[src/gda_pkg.sv]
`timescale 1ns / 1ps
// Shared types, constants and calendar tables for the Gregorian date unit.
// Used by gda_dby and gregorian_date_arithmetic; depends on nothing else.
package gda_pkg;

  localparam int unsigned CMD_W      = 2;
  localparam int unsigned YEAR_W     = 14;
  localparam int unsigned MONTH_W    = 4;
  localparam int unsigned DAY_W      = 5;
  localparam int unsigned OFF_W      = 23;
  localparam int unsigned DIST_W     = 22;
  localparam int unsigned ORDER_W    = 2;
  localparam int unsigned IN_DATA_W  = 72;
  localparam int unsigned OUT_DATA_W = 48;

  localparam int unsigned SER_W      = 23;
  localparam int unsigned T_W        = SER_W + 2;
  localparam int unsigned REM_W      = 9;

  localparam int unsigned MAX_YEAR   = 9999;
  localparam int unsigned YEAR_BIAS  = 400;
  localparam logic [DIST_W-1:0] DIST_MAX = {DIST_W{1'b1}};

  typedef enum logic [CMD_W-1:0] {
    CMD_ADD  = 2'd0,
    CMD_DIST = 2'd1,
    CMD_CMP  = 2'd2,
    CMD_NOP  = 2'd3
  } cmd_e;

  typedef enum logic [ORDER_W-1:0] {
    ORD_BEFORE = 2'd0,
    ORD_EQUAL  = 2'd1,
    ORD_AFTER  = 2'd2
  } order_e;

  typedef struct packed {
    logic              start;
    logic [YEAR_W-1:0] year;
  } dby_req_t;

  typedef struct packed {
    logic             done;
    logic             leap;
    logic [SER_W-1:0] days;
  } dby_rsp_t;

  function automatic int unsigned dby_const(input int unsigned y);
    int unsigned n;
    n = y + YEAR_BIAS;
    return n * 365 + (n + 3) / 4 - (n + 99) / 100 + (n + 399) / 400;
  endfunction

  localparam int unsigned SER_LO   = dby_const(1);
  localparam int unsigned SER_HI   = dby_const(MAX_YEAR + 1) - 1;

  localparam int unsigned EST_W    = $clog2(SER_HI + 1);
  localparam int unsigned EST_K_W  = 16;
  localparam logic [EST_K_W-1:0] EST_K = 16'd45934;
  localparam int unsigned EST_SH   = 24;
  localparam int unsigned EST_P_W  = EST_W + EST_K_W;
  localparam int unsigned EST_N_W  = EST_P_W - EST_SH;
  localparam int unsigned EST_BACK = YEAR_BIAS + 2;

  function automatic logic [DAY_W-1:0] month_len(input logic [MONTH_W-1:0] m,
                                                 input logic leap);
    logic [DAY_W-1:0] len;
    case (m) inside
      4'd4, 4'd6, 4'd9, 4'd11: len = 5'd30;
      4'd2:                    len = leap ? 5'd29 : 5'd28;
      default:                 len = 5'd31;
    endcase
    return len;
  endfunction

  function automatic logic [REM_W-1:0] month_start(input logic [MONTH_W-1:0] m);
    logic [REM_W-1:0] s;
    case (m)
      4'd2:    s = 9'd31;
      4'd3:    s = 9'd59;
      4'd4:    s = 9'd90;
      4'd5:    s = 9'd120;
      4'd6:    s = 9'd151;
      4'd7:    s = 9'd181;
      4'd8:    s = 9'd212;
      4'd9:    s = 9'd243;
      4'd10:   s = 9'd273;
      4'd11:   s = 9'd304;
      4'd12:   s = 9'd334;
      default: s = 9'd0;
    endcase
    return s;
  endfunction

endpackage

[src/gda_dby.sv]
`timescale 1ns / 1ps
// Two-stage day count unit: days before the start of a year and its leap flag.
// Depends on gda_pkg.
module gda_dby import gda_pkg::*; (
  input  logic     clk_i,
  input  logic     rst_ni,
  input  dby_req_t req_i,
  output dby_rsp_t rsp_o
);

  localparam int unsigned N_W = 15;
  localparam int unsigned Q_W = 8;
  localparam int unsigned P_W = N_W + 13;

  function automatic logic [Q_W-1:0] div100(input logic [N_W-1:0] x);
    logic [P_W-1:0] p;
    p = P_W'(x) * P_W'(13'd5243);
    return p[19 +: Q_W];
  endfunction

  logic [N_W-1:0]   n;
  logic             vld1_q, vld2_q;
  logic [N_W-1:0]   n_q;
  logic [SER_W-1:0] n365_q;
  logic [N_W-3:0]   q4_q;
  logic [Q_W-1:0]   q100_q;
  logic [Q_W-3:0]   q400_q;
  logic [SER_W-1:0] days_d, days_q;
  logic             leap_d, leap_q;
  logic [N_W+1:0]   n3;
  logic [Q_W-1:0]   q400_full;

  assign n         = N_W'(req_i.year) + N_W'(YEAR_BIAS);
  assign n3        = (N_W + 2)'(n) + (N_W + 2)'(3);
  assign q400_full = div100(n + N_W'(399));

  assign days_d = n365_q + SER_W'(q4_q) - SER_W'(q100_q) + SER_W'(q400_q);
  assign leap_d = ((n_q[1:0] == 2'b00) && ((N_W'(q100_q) * N_W'(100)) != n_q)) ||
                  ((N_W'(q400_q) * N_W'(400)) == n_q);

  always_ff @(posedge clk_i or negedge rst_ni) begin
    if (!rst_ni) begin
      vld1_q <= 1'b0;
      vld2_q <= 1'b0;
    end else begin
      vld1_q <= req_i.start;
      vld2_q <= vld1_q;
    end
  end

  always_ff @(posedge clk_i) begin
    n_q    <= n;
    n365_q <= SER_W'(n) * SER_W'(365);
    q4_q   <= n3[N_W-1:2];
    q100_q <= div100(n + N_W'(99));
    q400_q <= q400_full[Q_W-1:2];
    days_q <= days_d;
    leap_q <= leap_d;
  end

  assign rsp_o = '{done: vld2_q, leap: leap_q, days: days_q};

endmodule

[src/gregorian_date_arithmetic.sv]
`timescale 1ns / 1ps
// Gregorian date unit: shifts a date by a signed day count, measures the days
// between two dates or orders them. Depends on gda_pkg and gda_dby.
//
// A request enters on the s_axis channel with the command in tuser and both
// dates and the offset in tdata. One result leaves on the m_axis channel.
// Each request is turned into day serials by the shared day count unit, once
// per date. Distance and compare then pass through ST_EVAL to ST_DONE, where
// the result is loaded into the output register, raising m_axis_tvalid. A date
// shift reuses the same unit to settle the year, up to five more uses, and
// then walks the months one per cycle, or goes straight to ST_DONE when the
// shifted date leaves the supported years. s_axis_tready is high only while no
// request is in work; the next request can be taken in the cycle after a
// result is loaded into the output register. If the receiver stalls, the next
// request is still taken and computed, and it waits until the output register
// frees. Reset clears the sequencer and the output valid.
module gregorian_date_arithmetic import gda_pkg::*; (
  input  logic                  clk_i,
  input  logic                  rst_ni,
  input  logic                  s_axis_tvalid,
  output logic                  s_axis_tready,
  // year_a[13:0], month_a[17:14], day_a[22:18], year_b[36:23], month_b[40:37],
  // day_b[45:41], day_offset[68:46], zero fill[71:69]
  input  logic [IN_DATA_W-1:0]  s_axis_tdata,
  // command[1:0]
  input  logic [CMD_W-1:0]      s_axis_tuser,
  output logic                  m_axis_tvalid,
  input  logic                  m_axis_tready,
  // year_out[13:0], month_out[17:14], day_out[22:18], day_distance[44:23],
  // order[46:45], overflow[47]
  output logic [OUT_DATA_W-1:0] m_axis_tdata
);

  typedef enum logic [10:0] {
    ST_IDLE  = 11'b00000000001,
    ST_SER_A = 11'b00000000010,
    ST_SER_B = 11'b00000000100,
    ST_EVAL  = 11'b00000001000,
    ST_RANGE = 11'b00000010000,
    ST_EST   = 11'b00000100000,
    ST_GO    = 11'b00001000000,
    ST_BASE  = 11'b00010000000,
    ST_STEP  = 11'b00100000000,
    ST_MONTH = 11'b01000000000,
    ST_DONE  = 11'b10000000000
  } state_e;

  function automatic logic [SER_W-1:0] serial_of(input dby_rsp_t r,
                                                 input logic [MONTH_W-1:0] m,
                                                 input logic [DAY_W-1:0] d);
    logic [MONTH_W-1:0] mc;
    mc = (m == '0) ? MONTH_W'(1) : ((m > MONTH_W'(12)) ? MONTH_W'(12) : m);
    return r.days + SER_W'(month_start(mc)) + SER_W'((mc > MONTH_W'(2)) && r.leap) +
           SER_W'(d) - SER_W'(1);
  endfunction

  state_e                state_d, state_q;
  cmd_e                  cmd_d, cmd_q;
  logic [MONTH_W-1:0]    ma_d, ma_q, mb_d, mb_q;
  logic [DAY_W-1:0]      da_d, da_q, db_d, db_q;
  logic [YEAR_W-1:0]     yb_d, yb_q;
  logic [OFF_W-1:0]      off_d, off_q;
  logic [SER_W-1:0]      sa_d, sa_q, sb_d, sb_q;
  logic [T_W-1:0]        t_d, t_q;
  logic [EST_P_W-1:0]    prod_d, prod_q;
  logic [EST_N_W-1:0]    est_n;
  logic [YEAR_W-1:0]     yy_d, yy_q;
  logic [SER_W-1:0]      base_d, base_q;
  logic                  leap_d, leap_q;
  logic [REM_W-1:0]      rem_d, rem_q;
  logic [MONTH_W-1:0]    mm_d, mm_q;
  logic [DAY_W-1:0]      mlen;
  logic [SER_W-1:0]      diff;
  logic [YEAR_W-1:0]     res_year_d, res_year_q;
  logic [MONTH_W-1:0]    res_month_d, res_month_q;
  logic [DAY_W-1:0]      res_day_d, res_day_q;
  logic [DIST_W-1:0]     res_dist_d, res_dist_q;
  logic [ORDER_W-1:0]    res_order_d, res_order_q;
  logic                  res_ovf_d, res_ovf_q;
  logic [OUT_DATA_W-1:0] out_data_d, out_data_q;
  logic                  out_valid_d, out_valid_q;
  logic                  s_acc, push;
  dby_req_t              dby_req;
  dby_rsp_t              dby_rsp;

  gda_dby u_dby (
    .clk_i  (clk_i),
    .rst_ni (rst_ni),
    .req_i  (dby_req),
    .rsp_o  (dby_rsp)
  );

  assign s_axis_tready = (state_q == ST_IDLE);
  assign s_acc         = s_axis_tvalid && s_axis_tready;
  assign push          = (state_q == ST_DONE) && (!out_valid_q || m_axis_tready);
  assign est_n         = prod_q[EST_SH +: EST_N_W];
  assign mlen          = month_len(mm_q, leap_q);
  assign diff          = (sa_q >= sb_q) ? (sa_q - sb_q) : (sb_q - sa_q);

  always_comb begin
    state_d     = state_q;
    cmd_d       = cmd_q;
    ma_d        = ma_q;
    da_d        = da_q;
    yb_d        = yb_q;
    mb_d        = mb_q;
    db_d        = db_q;
    off_d       = off_q;
    sa_d        = sa_q;
    sb_d        = sb_q;
    t_d         = t_q;
    prod_d      = prod_q;
    yy_d        = yy_q;
    base_d      = base_q;
    leap_d      = leap_q;
    rem_d       = rem_q;
    mm_d        = mm_q;
    res_year_d  = res_year_q;
    res_month_d = res_month_q;
    res_day_d   = res_day_q;
    res_dist_d  = res_dist_q;
    res_order_d = res_order_q;
    res_ovf_d   = res_ovf_q;
    out_data_d  = out_data_q;
    out_valid_d = out_valid_q && !m_axis_tready;
    dby_req     = '{start: 1'b0, year: yy_q};

    unique case (state_q)
      ST_IDLE: begin
        if (s_acc) begin
          cmd_d       = cmd_e'(s_axis_tuser);
          ma_d        = s_axis_tdata[17:14];
          da_d        = s_axis_tdata[22:18];
          yb_d        = s_axis_tdata[36:23];
          mb_d        = s_axis_tdata[40:37];
          db_d        = s_axis_tdata[45:41];
          off_d       = s_axis_tdata[68:46];
          res_year_d  = '0;
          res_month_d = '0;
          res_day_d   = '0;
          res_dist_d  = '0;
          res_order_d = '0;
          res_ovf_d   = 1'b0;
          dby_req     = '{start: 1'b1, year: s_axis_tdata[13:0]};
          state_d     = ST_SER_A;
        end
      end
      ST_SER_A: begin
        if (dby_rsp.done) begin
          sa_d    = serial_of(dby_rsp, ma_q, da_q);
          dby_req = '{start: 1'b1, year: yb_q};
          state_d = ST_SER_B;
        end
      end
      ST_SER_B: begin
        if (dby_rsp.done) begin
          sb_d    = serial_of(dby_rsp, mb_q, db_q);
          state_d = ST_EVAL;
        end
      end
      ST_EVAL: begin
        state_d = ST_DONE;
        case (cmd_q)
          CMD_ADD: begin
            t_d     = T_W'(sa_q) + {{(T_W - OFF_W){off_q[OFF_W-1]}}, off_q};
            state_d = ST_RANGE;
          end
          CMD_DIST: begin
            res_dist_d = (diff > SER_W'(DIST_MAX)) ? DIST_MAX : diff[DIST_W-1:0];
          end
          CMD_CMP: begin
            res_order_d = (sa_q < sb_q) ? ORD_BEFORE :
                          ((sa_q == sb_q) ? ORD_EQUAL : ORD_AFTER);
          end
          default: ;
        endcase
      end
      ST_RANGE: begin
        prod_d = EST_P_W'(t_q[EST_W-1:0]) * EST_P_W'(EST_K);
        if ($signed(t_q) < $signed(T_W'(SER_LO))) begin
          res_year_d  = YEAR_W'(1);
          res_month_d = MONTH_W'(1);
          res_day_d   = DAY_W'(1);
          res_ovf_d   = 1'b1;
          state_d     = ST_DONE;
        end else if ($signed(t_q) > $signed(T_W'(SER_HI))) begin
          res_year_d  = YEAR_W'(MAX_YEAR);
          res_month_d = MONTH_W'(12);
          res_day_d   = DAY_W'(31);
          res_ovf_d   = 1'b1;
          state_d     = ST_DONE;
        end else begin
          state_d = ST_EST;
        end
      end
      ST_EST: begin
        yy_d    = (est_n > EST_N_W'(EST_BACK)) ? YEAR_W'(est_n - EST_N_W'(EST_BACK)) : '0;
        state_d = ST_GO;
      end
      ST_GO: begin
        dby_req = '{start: 1'b1, year: yy_q};
        state_d = ST_BASE;
      end
      ST_BASE: begin
        if (dby_rsp.done) begin
          base_d  = dby_rsp.days;
          leap_d  = dby_rsp.leap;
          dby_req = '{start: 1'b1, year: yy_q + YEAR_W'(1)};
          state_d = ST_STEP;
        end
      end
      ST_STEP: begin
        if (dby_rsp.done) begin
          if (T_W'(dby_rsp.days) <= t_q) begin
            base_d  = dby_rsp.days;
            leap_d  = dby_rsp.leap;
            yy_d    = yy_q + YEAR_W'(1);
            dby_req = '{start: 1'b1, year: yy_q + YEAR_W'(2)};
          end else begin
            rem_d   = REM_W'(t_q - T_W'(base_q));
            mm_d    = MONTH_W'(1);
            state_d = ST_MONTH;
          end
        end
      end
      ST_MONTH: begin
        if ((mm_q < MONTH_W'(12)) && (rem_q >= REM_W'(mlen))) begin
          rem_d = rem_q - REM_W'(mlen);
          mm_d  = mm_q + MONTH_W'(1);
        end else begin
          res_year_d  = yy_q;
          res_month_d = mm_q;
          res_day_d   = DAY_W'(rem_q + REM_W'(1));
          state_d     = ST_DONE;
        end
      end
      ST_DONE: begin
        if (push) begin
          out_data_d  = {res_ovf_q, res_order_q, res_dist_q, res_day_q, res_month_q,
                         res_year_q};
          out_valid_d = 1'b1;
          state_d     = ST_IDLE;
        end
      end
      default: begin
        state_d = ST_IDLE;
      end
    endcase
  end

  always_ff @(posedge clk_i or negedge rst_ni) begin
    if (!rst_ni) begin
      state_q     <= ST_IDLE;
      out_valid_q <= 1'b0;
    end else begin
      state_q     <= state_d;
      out_valid_q <= out_valid_d;
    end
  end

  always_ff @(posedge clk_i) begin
    cmd_q       <= cmd_d;
    ma_q        <= ma_d;
    da_q        <= da_d;
    yb_q        <= yb_d;
    mb_q        <= mb_d;
    db_q        <= db_d;
    off_q       <= off_d;
    sa_q        <= sa_d;
    sb_q        <= sb_d;
    t_q         <= t_d;
    prod_q      <= prod_d;
    yy_q        <= yy_d;
    base_q      <= base_d;
    leap_q      <= leap_d;
    rem_q       <= rem_d;
    mm_q        <= mm_d;
    res_year_q  <= res_year_d;
    res_month_q <= res_month_d;
    res_day_q   <= res_day_d;
    res_dist_q  <= res_dist_d;
    res_order_q <= res_order_d;
    res_ovf_q   <= res_ovf_d;
    out_data_q  <= out_data_d;
  end

  assign m_axis_tvalid = out_valid_q;
  assign m_axis_tdata  = out_data_q;

  a_dby_done_in_wait: assert property (@(posedge clk_i) disable iff (!rst_ni)
    dby_rsp.done |-> (state_q == ST_SER_A || state_q == ST_SER_B ||
                      state_q == ST_BASE || state_q == ST_STEP))
    else $error("Day count result arrived outside a wait state.");

  a_year_in_range: assert property (@(posedge clk_i) disable iff (!rst_ni)
    (state_q == ST_STEP) |-> (yy_q <= YEAR_W'(MAX_YEAR)))
    else $error("Year search ran past the supported range.");

  a_month_walk: assert property (@(posedge clk_i) disable iff (!rst_ni)
    (state_q == ST_MONTH) |-> (rem_q < REM_W'(366) && mm_q >= MONTH_W'(1) &&
                               mm_q <= MONTH_W'(12)))
    else $error("Month walk left the year.");

  a_result_from_done: assert property (@(posedge clk_i) disable iff (!rst_ni)
    $rose(m_axis_tvalid) |-> $past(state_q == ST_DONE))
    else $error("Result presented without a finished request.");

endmodule
[config.mk]
export PLATFORM = sky130hd
export DESIGN_NAME = gregorian_date_arithmetic
export DESIGN_NICKNAME = d
export VERILOG_FILES = /design/src/gda_pkg.sv /design/src/gda_dby.sv /design/src/gregorian_date_arithmetic.sv
export SDC_FILE = /design/constraint.sdc
export NUM_CORES = 2
export LEC_CHECK = 0
export BUFFER_PORTS_ARGS = -buffer_cell sky130_fd_sc_hd__buf_2
export CAP_MARGIN = 20
export CORE_MARGIN = 3
export CORE_UTILIZATION = 65
export CTS_BUF_LIST = sky130_fd_sc_hd__clkbuf_2 sky130_fd_sc_hd__clkbuf_4 sky130_fd_sc_hd__clkbuf_8
export DETAILED_ROUTE_END_ITERATION = 7
export GPL_TIMING_DRIVEN = 0
export PLACE_DENSITY_LB_ADDON = 0.05
export SYNTH_ARGS = -nofsm -noshare
export SYNTH_HDL_FRONTEND = slang
export SYNTH_HIERARCHICAL = 1
export SYNTH_SLANG_ARGS = --single-unit
[constraint.sdc]
create_clock -name clk_i -period 22.4 [get_ports clk_i]
set_clock_uncertainty 0.2 [all_clocks]
set_input_delay 2.24 -clock clk_i [delete_from_list [all_inputs] [get_ports clk_i]]
set_output_delay 2.24 -clock clk_i [all_outputs]
set_load 0.01 [all_outputs]
==> flow_summary.yaml <==
clock_network:
  cts_made_buffers: 67
  ctsHoldBuffers: 0
  cts_sinks: 376
  post_cts_buffers: 0
  clk_pin_slew_ns: 0.06
  cts_buffer_depth: 3
  tritoncts: "done"
  post_cts_resized: 0
  cts_root_buf: "clkbuf_8"
  clkLatencyLatePin_ns: 0.65
  cts.htree.levels: 3
placed_design:
  dp_hpwl_um: 76700
  place_congestion: 0.927
  dp.cells: 4996
  portBuffers: 124
timing:
  slew_headroom_pct: 29.3
  hold_viol: 0
  finalCritPeriodShare_pct: 52.5
  rsz0062_at_grt: "no"
  tightest_slew_ns: 1.05
  min_period_ns: 11.76
  finalSetupTns_ns: 0
  finalSetupViolCount: 0
  maxSlewViolCount: 0
  clock.fmax_mhz: 85.1
global_route:
  grt_pass1_vias: 29100
  grt_max_degree: 52
  grt_usage_pct: 28.5
  overflow: 0
  grt_pass1_wl_um: 149000
  antenna_found_initial: 2
synth:
  synth_top_flop_cell: "edfxtp_1"
  yosysMostFrequentCell: "inv_1"
  synth_warnings: 6
  synthCells: 4032
  synth_area_leader_cell: "ha_1"
  netlist-cell-type-count: 102
  synth.avg_cell_area_um2: 10.1
  synth_seq_cells: 376
  ys_seq_area_share_pct: 25.5
  synthTopCellsByCount: "871 x inv_1, 704 x ha_1, 359 x fa_1"
  synthArstFlopShare_pct: 3.72
  ys_top_cells_by_area: "ha_1 22%, edfxtp_1 20%, fa_1 18%, inv_1 8.1%, dfxtp_1 4.3%"
  synth_edf_count: 275
  synth_fp_nets: 5173
  syn_area_um2: 40600
  yosysTopAreaCellShare_pct: 21.7
drt:
  route.met3.wl_um: 4150
  wl_met1_um: 40100
  post-route-drc-count: 0
  num_vias: 28500
  drtAntennaViolNets: 0
  drt-initial-drc-count: 1654
  route.met2.wl_um: 44100
  vias_per_cell: 5.57
  wl_per_cell_um: 18.0
  totalWireLength_um: 92100
  top_layer: "met4"
  firstDrtPassIters: 5
setup_path:
  end_kind: "flop"
  cpPeakStageDelay_ns: 0.78
  crit_buf_inv: 6
  crit_fanout: 10
  r2r_end: "u_dby/q100_q[5]"
  r2r-start: "t_q[10]"
  start_kind: "flop"
  critPathSlowestCell: "xnor2_1"
  crit_type: "flop to flop"
  crit_end: "u_dby/q100_q[5]"
  rrSetupSlack_ns: 10.64
  critPathMostFrequentCell: "ha_1"
  setup.worst_path.start: "t_q[10]"
  reg2reg_depth: 37
  crit_family: "compound AO/OA/AOI/OAI gates"
  arrival_ns: 12.06
  required_ns: 22.70
  cp.depth: 37
run_status:
  status: "finished, final reports clean"
hold_path:
  worstHoldPathType: "flop to flop"
  hold_depth: 0
floorplanning:
  fp-row-count: 90
  die_h_um: 256
  coreArea_um2: 61000
  fp.dieW_um: 256
  ios: 128
  die-area_um2: 65400
  initial_core_util_pct: 66.4
finish:
  final_core_util_pct: 71.9
  final_cells: 5120
  nNetsFinal: 5380
  drive_above_1_share_pct: 8.16
  area_growth_pct: 8.27
flow_run:
  drv_cap: 0
-- metal layers --
| layer | vias up | GRT usage (%) |
|---|---|---|
| met4 | 0 | 12.0 |
| met5 | - | 0 |
| li1 | 13900 | - |
| met3 | 190 | 3.00 |
| met2 | 710 | 47.9 |
| met1 | 13700 | 38.0 |
-- worst reg2reg max path: cells and delay by family, from the launching register on --
| kind | cells | cell delay (ns) |
|---|---|---|
| flops | 1 | 0.65 |
| buf+inv | 6 | 1.44 |
| simple gates | 5 | 1.26 |
| fa+ha+maj | 8 | 3.14 |
| compound gates | 16 | 3.91 |
| xor+xnor | 2 | 1.02 |
-- registers in the layout, summed over array words and instances, names as in the netlist, 22 cells and up --
name	flops
res_dist_q	22
m_axis_tdata	48
t_q	25
u_dby/n365_q	23
sa_q	23
u_dby/days_q	23
sb_q	23
off_q	23
-- placed cells by master (no fill, tap or decap), types with 40 or more instances in the layout --
master    count
fa_1        359
a21oi_1     201
nand3_1      68
dfxtp_1      87
buf_2       140
clkbuf_1     40
clkbuf_8     72
xnor2_1     177
edfxtp_1    275
a21o_1       86
ha_1        704
nand2_1     153
nor2_1      176
xor2_1       86
nor3_1       46
o21ai_0     134
inv_1       871
-- layout make-up --
| cell class | instances | area [um2] |
|---|---|---|
| multi-input combinational | 2705 | 26600 |
| antenna | 1 | 2.50 |
| clock inverter | 36 | 362 |
| buffer | 74 | 379 |
| inverter | 877 | 3290 |
| sequential | 376 | 10400 |
| clock buffer | 85 | 1090 |
| fill | 4745 | 17100 |
| timing repair buffer | 138 | 818 |
| tap | 828 | 1040 |
-- worst min-delay path by stage --
stage                            start      endpoint  slack [ns]
after floorplan           u_dby/vld1_q  u_dby/vld2_q        0.13
after global placement    u_dby/vld1_q  u_dby/vld2_q        0.14
after detailed placement  u_dby/vld1_q  u_dby/vld2_q        0.13
after CTS                 u_dby/vld1_q  u_dby/vld2_q        0.15
after global routing      u_dby/vld1_q  u_dby/vld2_q        0.15
final                     u_dby/vld1_q  u_dby/vld2_q        0.15
-- logic make-up after synthesis --
kind of cell               share of synthesized area (%)
adders and majority gates                           39.4
DFF                                                 25.5
xor gates and xnor gates                            6.29
muxes                                              0.509
and+or+nand+nor                                     8.32
AOI/OAI and AO/OA                                   10.9
buffers and inverters                               9.04
-- metrics by stage --
stage                     worst slack (ns)  hold slack, ns  cell area (um2)
after floorplan                      11.23           0.131            40600
after global placement                7.18           0.138            42200
after detailed placement             10.42           0.135            42400
after CTS                            10.67           0.146            43900
after global routing                  9.97           0.152            43900
final                                10.64           0.145            43900
Power is not shown: default switching activity piles up to over one toggle a cycle in this logic, so the estimate is an artifact.
